===== config.mk =====
export PLATFORM = sky130hd
export DESIGN_NAME = stn_isqrt
export DESIGN_NICKNAME = d
export VERILOG_FILES = /design/src/hw/rtl/stn_pkg.sv /design/src/hw/rtl/stn_isqrt.sv
export SDC_FILE = /design/constraint.sdc
export NUM_CORES = 1
export LEC_CHECK = 0
export ABC_AREA = 1
export BUFFER_PORTS_ARGS = -buffer_cell sky130_fd_sc_hd__buf_4
export CAP_MARGIN = 20
export CORE_MARGIN = 4
export CORE_UTILIZATION = 40
export DETAILED_ROUTE_END_ITERATION = 16
export HOLD_SLACK_MARGIN = 0.15
export PLACE_DENSITY_LB_ADDON = 0.12
export RECOVER_POWER = 25
export SLEW_MARGIN = 10
export SYNTH_ARGS = -nofsm -noshare
export SYNTH_HDL_FRONTEND = slang
export SYNTH_SLANG_ARGS = --single-unit

===== constraint.sdc =====
create_clock -name clk -period 6.92 [get_ports clk]
set_input_delay 0.692 -clock clk [delete_from_list [all_inputs] [get_ports clk]]
set_output_delay 0.692 -clock clk [all_outputs]
set_load 0.02 [all_outputs]

===== src/hw/rtl/stn_pkg.sv =====
// Shared constants, types and helper functions of the Stanley steering block.
package stn_pkg;

  localparam int POINTS_PER_LANE = 1024;
  localparam int LANE_COUNT      = 2;
  localparam int CORDIC_STEPS    = 16;

  localparam int IDX_W       = $clog2(POINTS_PER_LANE);
  localparam int LEN_W       = IDX_W + 1;
  localparam int STORE_DEPTH = LANE_COUNT * POINTS_PER_LANE;
  localparam int ADDR_W      = $clog2(STORE_DEPTH);
  localparam int STEP_W      = $clog2(CORDIC_STEPS);

  localparam int CW    = 48;
  localparam int AW    = 24;
  localparam int CFG_W = 25;

  localparam logic signed [AW-1:0] ANG_PI      = 24'sd205887;
  localparam logic signed [AW-1:0] ANG_HALF_PI = 24'sd102944;
  localparam logic signed [AW:0]   ANG_TWO_PI  = 25'sd411775;
  localparam logic signed [CW-1:0] CORDIC_GAIN = 48'sd652032874;
  localparam logic signed [CW-1:0] NORM_HI     = 48'sd2199023255552;
  localparam logic signed [CW-1:0] NORM_LO     = 48'sd1099511627776;
  localparam logic signed [15:0]   POSE_SPEED_MIN = 16'sd128;
  localparam logic signed [31:0]   STEER_LIMIT    = 32'sd1786;

  typedef enum logic [2:0] {
    CFG_CT_GAIN,
    CFG_HD_GAIN,
    CFG_SPD_SCALE,
    CFG_AXLE,
    CFG_LOOKAHEAD,
    CFG_SPD_FLOOR,
    CFG_SPD_CEIL
  } cfg_idx_t;

  typedef enum logic [1:0] {
    OP_WRITE,
    OP_SELECT,
    OP_POSE
  } op_t;

  typedef struct packed {
    logic                 start;
    logic                 vector;
    logic signed [AW-1:0] angle;
    logic signed [CW-1:0] vx;
    logic signed [CW-1:0] vy;
  } cordic_req_t;

  typedef struct packed {
    logic                 done;
    logic                 busy;
    logic signed [CW-1:0] x;
    logic signed [CW-1:0] y;
    logic signed [AW-1:0] z;
  } cordic_rsp_t;

  typedef struct packed {
    logic        done;
    logic        busy;
    logic [31:0] root;
  } sqrt_rsp_t;

  function automatic logic [15:0] atan_entry(input logic [4:0] i);
    logic [15:0] v;
    case (i)
      5'd0:  v = 16'd51472;
      5'd1:  v = 16'd30386;
      5'd2:  v = 16'd16055;
      5'd3:  v = 16'd8150;
      5'd4:  v = 16'd4091;
      5'd5:  v = 16'd2047;
      5'd6:  v = 16'd1024;
      5'd7:  v = 16'd512;
      5'd8:  v = 16'd256;
      5'd9:  v = 16'd128;
      5'd10: v = 16'd64;
      5'd11: v = 16'd32;
      5'd12: v = 16'd16;
      5'd13: v = 16'd8;
      5'd14: v = 16'd4;
      5'd15: v = 16'd2;
      5'd16: v = 16'd1;
      default: v = 16'd0;
    endcase
    return v;
  endfunction

  function automatic logic [ADDR_W-1:0] wp_addr(input logic lane,
                                                 input logic [IDX_W-1:0] idx);
    return ADDR_W'(lane) * ADDR_W'(POINTS_PER_LANE) + ADDR_W'(idx);
  endfunction

endpackage


===== src/hw/rtl/stn_isqrt.sv =====
// Bit-serial floor integer square root of a 64-bit value, one result bit per cycle.
module stn_isqrt (
  input  logic               clk,
  input  logic               rst_n,
  input  logic               start,
  input  logic [63:0]        radicand,
  output stn_pkg::sqrt_rsp_t rsp
);
  import stn_pkg::*;

  typedef enum logic [1:0] {Q_IDLE, Q_RUN, Q_DONE} qstate_t;

  qstate_t     state_r;
  logic [63:0] n_r, r_r, b_r;
  logic [63:0] rb;

  assign rb = r_r + b_r;

  always_ff @(posedge clk) begin
    if (!rst_n) begin
      state_r <= Q_IDLE;
    end else begin
      unique case (state_r)
        Q_IDLE: if (start) begin
          n_r     <= radicand;
          r_r     <= '0;
          b_r     <= 64'd1 << 62;
          state_r <= Q_RUN;
        end
        Q_RUN: begin
          if (n_r >= rb) begin
            n_r <= n_r - rb;
            r_r <= (r_r >> 1) + b_r;
          end else begin
            r_r <= r_r >> 1;
          end
          b_r <= b_r >> 2;
          if (b_r[0]) state_r <= Q_DONE;
        end
        Q_DONE: state_r <= Q_IDLE;
        default: state_r <= Q_IDLE;
      endcase
    end
  end

  assign rsp.done = (state_r == Q_DONE);
  assign rsp.busy = (state_r != Q_IDLE);
  assign rsp.root = r_r[31:0];

endmodule


=== Word-level counts from Yosys, hierarchy flattened ===
Index checks and enable logic that the tools add are counted.

* Flip-flop bits (word level): 194
* Input port bits: 67
* Logic and storage cells: 30
* Output and inout port bits: 34

* Reductions and logical operators: 6
* Order comparisons: 1
* Equal/unequal tests: 5
* Mux-type cells: 11
* Add/subtract/negate cells: 3

{| class="wikitable"
|+ Operator list
! cell !! number
|-
| $pmux 64 s2 || 3
|-
| $mux 64 || 5
|-
| $add 63x64->64 || 1
|-
| $add 64x64->64 || 1
|-
| $ge 64x64->1 || 1
|-
| $sub 64x64->64 || 1
|-
| $ne 2x2->1 const B || 3
|-
| $mux 2 || 2
|-
| $pmux 2 s2 || 1
|-
| $reduce_and 4->1 || 1
|-
| $reduce_bool 2->1 || 2
|-
| $reduce_and 3->1 || 1
|-
| $eq 2x1->1 const B || 1
|-
| $eq 2x2->1 const B || 1
|-
| $logic_not 2->1 || 1
|-
| $reduce_and 2->1 || 1
|}

=== Logic depth before layout (Yosys ltp) ===
Gate-level depths: netlist of run 1.

* Depth in word-level cells: 4
* Depth in mapped cells: 29
* Mapped depth without buffers: 28

=== Least setup slack after synthesis of run 1 ===
No wires, ideal clock.

* Path type: input port to flip-flop
* Start: input start
* End: register n_r[0], enable pin
* Library setup time: 418 ps
* Data required time: 6502 ps
* Stages on the path: 4
* Buffers on the path: 0
* Arrival: 6704 ps
* Slack: -202 ps
* Cell sequence: o21ai_0 > nor2_1 > o21ai_0 > inv_1

* Word-level cells in the longest chain between the ends: 2

{| class="wikitable"
|+ RTL lines
! element !! line !! source
|-
| start: declaration || stn_isqrt.sv:5 || <nowiki>input logic start,</nowiki>
|-
| $ne 2x2->1 (no line) || -- ||
|-
| $reduce_and 4->1 (no line) || -- ||
|-
| end signal: assignment || stn_isqrt.sv:25 || <nowiki>n_r <= radicand;</nowiki>
|-
| end signal: assignment || stn_isqrt.sv:32 || <nowiki>n_r <= n_r - rb;</nowiki>
|-
| end: declaration || stn_isqrt.sv:14 || <nowiki>logic [63:0] n_r, r_r, b_r;</nowiki>
|}

No other way between the ends.
A chain may end at the register's enable or synchronous reset.

=== Worst setup path after layout of run 1 ===
* Start: register r_r[22]
* End: register n_r[48], enable pin

* Word-level cells in the longest chain between the ends: 4

{| class="wikitable"
|+ RTL lines
! element !! line !! source
|-
| start: declaration || stn_isqrt.sv:14 ||
|-
| start signal: assignment || stn_isqrt.sv:33 || <nowiki>r_r <= (r_r >> 1) + b_r;</nowiki>
|-
| start signal: assignment || stn_isqrt.sv:35 || <nowiki>r_r <= r_r >> 1;</nowiki>
|-
| $add 64x64->64 || stn_isqrt.sv:17 || <nowiki>assign rb = r_r + b_r;</nowiki>
|-
| $ge 64x64->1 || stn_isqrt.sv:31 || <nowiki>if (n_r >= rb) begin</nowiki>
|-
| $ne 2x2->1 (no line) || -- ||
|-
| $reduce_and 4->1 (no line) || -- ||
|}

No other way between the ends.

==> impl_metrics.env, run 1 <==
export IMPL_synthTopCellsByCount="1,439 x nand2_1, 577 x inv_1, 353 x nor2_1"
export IMPL_max_cap_violations=2
export IMPL_synth_area_leaders="nand2_1 27%, edfxtp_1 24%, inv_1 11%, ha_1 8.0%, nor2_1 6.5%"
export IMPL_synth_mux_area_share_pct=0
export IMPL_synth_edf_count=160
export IMPL_criticalPathCategory="register to register"
export IMPL_synth_fa_ha_area_share_pct=8.11
export IMPL_tightest_slew_ns=2.65
export IMPL_cts_tree="done"
export IMPL_synth_cells=3498
export IMPL_synth_top_family_by_area="simple AND/OR/NAND/NOR gates"
export IMPL_worst_path_max_fanout=36
export IMPL_port_buffers=100
export IMPL_hold_violations=0
export IMPL_synthFlopType="edfxtp_1"
export IMPL_die_area_sq_um=54400
export IMPL_rows=82
export IMPL_crit_family="simple AND/OR/NAND/NOR gates"
export IMPL_layout_setup_ws_ns=1.16
export IMPL_grt_pass1_vias=20700
export IMPL_worstPathRequired_ns=7.10
export IMPL_slew_headroom_pct=-76.6
export IMPL_areaGrowthSynthToFinish_pct=8.72
export IMPL_netlist_area_sq_um=20300
export IMPL_leakage_nw=11.5
export IMPL_n_antenna_cell=0
export IMPL_drive_gt1_share_pct=4.10
export IMPL_cts_resized_gates=0
export IMPL_cts_path_max_buffers=2
export IMPL_finalNonFillerCells=4236
export IMPL_yosys_area_share_simple_pct=42.3
export IMPL_gr_total_overflow=0
export IMPL_ys_seq_area_share_pct=23.9
export IMPL_ctsHoldBuffers=0
export IMPL_fin_util_pct=44.0
export IMPL_cts_htree_levels=4
export IMPL_whs_ns=0.451
export IMPL_setup_viol=0
export IMPL_pre_cts_ws_ns=1.35
export IMPL_violations="max-capacitance violations, max-slew violations"
export IMPL_crit_chain="ha_1 -> nand2_1 -> o21ai_0 -> nand2_1 -> o21ai_0 -> a21oi_1 -> o21ai_0 -> xnor2_1 -> ha_1 -> nand2_1 -> nor2_1 -> nand2_1 -> nor2_1 -> nand4_1 -> nand3_1 -> nand2_2 -> nand2_1 -> o21ai_0 -> inv_2 -> buf_12"
export IMPL_synth_top_area_share_pct=26.6
export IMPL_grt_total_usage_pct=27.6
export IMPL_synth_xor_area_share_pct=4.44
export IMPL_worstSetupEndpointType="register"
export IMPL_p_int_mw=2.41
export IMPL_synth_avg_cell_area_sq_um=5.81
export IMPL_num_io_pins=101
export IMPL_power_mw=4.40
export IMPL_dp_cells=4204
export IMPL_grtUsageMet2_pct=45.0
export IMPL_hpwlAfterDp_um=62100
export IMPL_grt_setup_unrepaired="no"
export IMPL_ir_drop_mv=0.209
export IMPL_fin_nets=3749
export IMPL_cts_buffers=17
export IMPL_ys_ff_latch=162
export IMPL_vias=21400
export IMPL_fmax_mhz=174
export IMPL_cts_root_buf="clkbuf_16"
export IMPL_p_seq_share_pct=30.0
export IMPL_status="finished with violations"
export IMPL_antenna_found_initial=0
export IMPL_path_clk_slew_ns=0.08
export IMPL_clock_sinks=162
export IMPL_yosysTopAreaCell="nand2_1"
export IMPL_synth_async_reset_ratio_pct=0
export IMPL_crit_top_cell="nand2_1"
export IMPL_antenna_left=0
export IMPL_cp_slowest_stage_delay_ns=0.68
export IMPL_initial_core_util_pct=40.5
export IMPL_met1_usage_pct=36.6
export IMPL_routabilityCongestion=0.973
export IMPL_fin_skew_ns=0.0177
export IMPL_drt_iter0_markers=1744
export IMPL_wl_per_cell_um=17.6
export IMPL_drc_errors=0
export IMPL_layout_min_cycle_time_ns=5.76
export IMPL_grt_use_met3_pct=3.18
export IMPL_via_per_inst=5.06
export IMPL_fin_setup_tns_ns=0
export IMPL_slew_violations=93
export IMPL_synth_most_common_cell="nand2_1"
export IMPL_synth_compound_area_share_pct=8.29
export IMPL_grt_max_degree=74
export IMPL_grt_pass1_wl_um=114000
export IMPL_cpMaxStageDelayCell="inv_2"
export IMPL_first_pass_iters=6
export IMPL_p_clk_share_pct=23.3
export IMPL_critPathBufInv=2
export IMPL_p_per_area_nw_per_um2=199
export IMPL_p_sw_mw=1.99
export IMPL_swShare_pct=45.2
export IMPL_die_w_um=233
export IMPL_synth_warning_count=0
export IMPL_dpl_cell_area_sq_um=21600
export IMPL_arrival_ns=5.94
export IMPL_syn_nets=3696
export IMPL_ys_types=45
export IMPL_grt_busiest_layer="met2"
export IMPL_worstSkewPairLatency_ns=0.51
export IMPL_combPwrFrac_pct=46.6
export IMPL_start_kind="register"
export IMPL_fin_area_sq_um=22100
export IMPL_post_cts_buffers=0
export IMPL_core_area_sq_um=50200
export IMPL_hold_path_class="input pin to register"
export IMPL_drt_total_wl_um=74600
export IMPL_die_h_um=233
export IMPL_fin_crit_sh_pct=83.2
[cell type report]
cell class / count / area [sq um]
fill: 5671 / 28100
multi-input combinational: 2680 / 12800
sequential: 162 / 4840
inverter: 582 / 2180
tap: 672 / 841
timing repair buffer: 108 / 777
clock buffer: 17 / 425
clock inverter: 15 / 173
[routing by layer]
layer | vias up | share of wire [%]
met2 | 599 | 45
met3 | 160 | 5.0
li1 | 11000 | -
met1 | 9644 | 45
met5 | - | 0
met4 | 0 | 4.7
[state kept, by name, indices dropped and copies added, names as in the netlist]
| name | flops |
|---|---|
| n_r | 64 |
| state_r | 2 |
| r_r | 64 |
| b_r | 32 |
[cell families (layout without fill, tap and decap cells)]
logic type / count (synthesis) / count (layout)
adder cells (fa/ha/maj): 131 / 131
XOR/XNOR: 103 / 103
AND/OR/NAND/NOR: 2130 / 2130
AO/OA/AOI/OAI: 316 / 316
buffers and inverters: 656 / 722
flip-flops: 162 / 162
[power groups by stage]
stage	Clock (mW)	Combinational (mW)	Sequential [mW]
after floorplan	0	1.48	1.28
after global placement	0	2.03	1.34
after detailed placement	0	2.03	1.34
after CTS	1.04	2.03	1.32
after global routing	1.08	2.32	1.33
final	1.03	2.05	1.32
[placed cells by master, fill, tap and decap left out, types with 8 or more instances in the layout]
master,count
o21bai_1,14
xnor2_1,55
or2_2,9
nand2_1,1439
nor4_1,10
nand4_1,19
and2_1,11
inv_1,576
nor3_1,30
edfxtp_1,160
nor2_1,352
clkbuf_16,17
nand3_1,210
xor2_1,48
o21a_1,8
a21oi_1,139
o21ai_0,137
ha_1,130
clkbuf_1,19
nand3b_1,32
buf_4,86
[tightest hold or removal path, cell delays in order]
cell,delay (ns)
buf_4,0.11
nand2_1,0.05
a21oi_1,0.05
[worst paths after layout]
check / from / end / slack (ns) / cells past startpoint
max: r_r[22] / n_r[48] / 1.16 / 20
min: start / state_r[0] / 0.45 / 3
min reg2reg: state_r[1] / state_r[0] / 0.53 / 3
max reg2reg: r_r[22] / n_r[48] / 1.16 / 20
Note: power is estimated with default switching activity, not from simulation.
==> run 2, diff against run 1 <==
Clock period 6.92 ns to 5.2 ns, I/O delays scaled along.
==> impl_metrics.env, run 2 (synthesis gave the netlist of run 1 again) <==
export IMPL_slew_headroom_pct=-50.7
export IMPL_crit_top_cell="nand2_1"
export IMPL_clock_sinks=162
export IMPL_violations="max-capacitance violations, max-slew violations"
export IMPL_fin_setup_tns_ns=0
export IMPL_reg2reg_depth=22
export IMPL_slew_violations=97
export IMPL_ir_drop_mv=0.277
export IMPL_cts_htree_levels=4
export IMPL_grt_setup_unrepaired="no"
export IMPL_worstReg2RegStart="r_r[4]"
export IMPL_grt_total_usage_pct=28.0
export IMPL_cts_tree="done"
export IMPL_antenna_found_initial=0
export IMPL_top_layer_used="met4"
export IMPL_wl_met1_um=34400
export IMPL_grt_pass1_wl_um=115000
export IMPL_cp_depth=22
export IMPL_p_per_area_nw_per_um2=266
export IMPL_first_pass_iters=7
export IMPL_final_common_cell="nand2_1"
export IMPL_cp_slowest_stage_delay_ns=0.55
export IMPL_grt_pass1_vias=20500
export IMPL_critPathBufInv=2
export IMPL_vias=21500
export IMPL_via_per_inst=5.05
export IMPL_ctsHoldBuffers=0
export IMPL_path_clk_slew_ns=0.08
export IMPL_drt_iter0_markers=1564
export IMPL_fmax_mhz=204
export IMPL_crit_family="simple AND/OR/NAND/NOR gates"
export IMPL_cts_path_max_buffers=2
export IMPL_combPwrFrac_pct=47.1
export IMPL_wl_per_cell_um=17.9
export IMPL_wl_met2_um=35200
export IMPL_worstPathRequired_ns=5.39
export IMPL_grt_max_degree=66
export IMPL_layout_min_cycle_time_ns=4.91
export IMPL_worst_path_max_fanout=37
export IMPL_gr_total_overflow=0
export IMPL_die_h_um=233
export IMPL_mostFrequentLayoutCells="1,439 x nand2_1, 576 x inv_1, 352 x nor2_1"
export IMPL_drive_gt1_share_pct=4.65
export IMPL_port_buffers=100
export IMPL_start_kind="register"
export IMPL_p_sw_mw=2.72
export IMPL_antenna_left=0
export IMPL_worstSkewPairLatency_ns=0.50
export IMPL_worstSetupEndpointType="register"
export IMPL_fin_skew_ns=0.0167
export IMPL_post_cts_buffers=0
export IMPL_swShare_pct=46.0
export IMPL_initial_core_util_pct=40.5
export IMPL_leakage_nw=11.6
export IMPL_whs_path_depth=3
export IMPL_p_int_mw=3.20
export IMPL_reg2reg_to="n_r[15]"
export IMPL_fin_util_pct=44.4
export IMPL_areaGrowthSynthToFinish_pct=9.65
export IMPL_drc_errors=0
export IMPL_core_area_sq_um=50200
export IMPL_routabilityCongestion=0.997
export IMPL_cts_root_buf="clkbuf_16"
export IMPL_rows=82
export IMPL_hold_start="start"
export IMPL_cts_resized_gates=0
export IMPL_fin_crit_sh_pct=94.4
export IMPL_hpwlAfterDp_um=64100
export IMPL_ff2ff_setup_slack_ns=0.29
export IMPL_cts_buffers=17
export IMPL_max_cap_violations=2
export IMPL_p_clk_share_pct=23.5
export IMPL_hold_path_class="input pin to register"
export IMPL_hold_violations=0
export IMPL_cpMaxStageDelayCell="edfxtp_1"
export IMPL_num_io_pins=101
export IMPL_n_antenna_cell=0
export IMPL_crit_chain="ha_1 -> nand2_1 -> o21ai_0 -> nor2_1 -> o21ai_0 -> nand2_1 -> nand2_1 -> nand2_1 -> nand2_1 -> xnor2_1 -> ha_1 -> nand2_1 -> nor2_1 -> nand2_1 -> nor2_1 -> nand4_1 -> nand3_1 -> nand2_2 -> nand2_1 -> o21ai_0 -> inv_2 -> buf_12"
export IMPL_criticalPathCategory="register to register"
export IMPL_hold_end="state_r[0]"
export IMPL_fin_nets=3774
export IMPL_arrival_ns=5.09
export IMPL_tightest_slew_ns=2.26
export IMPL_die_area_sq_um=54400
export IMPL_p_seq_share_pct=29.4
export IMPL_drt_total_wl_um=76100
export IMPL_route_met3_wl_um=3410
export IMPL_largestRegisters="n_r: 64 flops, r_r: 64 flops, b_r: 32 flops"
export IMPL_status="finished with violations"
export IMPL_setup_viol=0
export IMPL_die_w_um=233
## run 2: cell types whose count changed in the layout (fill, tap and decap cells not counted), sizes merged
cell,delta
clkbuf,+6
clkinvlp,-1
bufinv,-1
clkinv,-2
buf,+19
inv,+4
## run 2: power groups by stage
| stage | clock (mW) | combinational (mW) | sequential [mW] |
|---|---|---|---|
| 2_1_floorplan | 0 | 1.97 | 1.70 |
| 3_3_place_gp | 0 | 2.77 | 1.76 |
| 3_5_place_dp | 0 | 2.77 | 1.76 |
| 4_1_cts | 1.42 | 2.78 | 1.73 |
| 5_1_grt | 1.46 | 3.13 | 1.75 |
| 6_report | 1.39 | 2.79 | 1.74 |
## run 2: final cells by class
cell class                      instances  area (sq um)
Timing Repair Buffer                  133           955
Clock buffer                           17           425
Clock inverter                         15           184
Sequential cell                       162          4840
Tap cell                              672           841
Multi-Input combinational cell       2680         12800
Fill cell                            5623         27900
Inverter                              582          2180
## run 2: worst max-delay path by stage
| stage | end | startpoint |
|---|---|---|
| after floorplan | n_r[0] | r_r[4] |
| final | n_r[15] | r_r[4] |
| after detailed placement | n_r[15] | r_r[4] |
| after CTS | n_r[15] | r_r[4] |
| after global placement | n_r[15] | r_r[4] |
| after global routing | n_r[15] | r_r[4] |
## run 2: worst reg2reg max path, cell delays in order, from the launching register on
cell and delay [ns]:
edfxtp_1 0.55, ha_1 0.42, nand2_1 0.14, o21ai_0 0.11, nor2_1 0.37, o21ai_0 0.25, nand2_1 0.11, nand2_1 0.14
nand2_1 0.09, nand2_1 0.12, xnor2_1 0.16, ha_1 0.39, nand2_1 0.14, nor2_1 0.22, nand2_1 0.10, nor2_1 0.13
nand4_1 0.11, nand3_1 0.23, nand2_2 0.13, nand2_1 0.16, o21ai_0 0.11, inv_2 0.14, buf_12 0.22
## run 2: metal layers
metal  track usage [%]  vias to the layer above
li1                  -                    11100
met1              37.0                     9742
met2              46.5                      581
met3              2.93                      136
met4              11.6                        0
met5                 0                        -
## run 2: stage by stage
| step | std cells | hold WS (ns) | power, mW | instance area (sq um) | setup WS, ns |
|---|---|---|---|---|---|
| 3_5_place_dp | 4229 | 0.533 | 4.53 | 21800 | 0.383 |
| 5_1_grt | 4261 | 0.268 | 6.35 | 22300 | 0.0143 |
| 3_3_place_gp | 4229 | 0.533 | 4.54 | 21800 | 0.356 |
| 2_1_floorplan | 3498 | 0.502 | 3.67 | 20300 | 0.238 |
| 4_1_cts | 4261 | 0.243 | 5.93 | 22400 | 0.355 |
| 6_report | 4261 | 0.282 | 5.92 | 22300 | 0.293 |
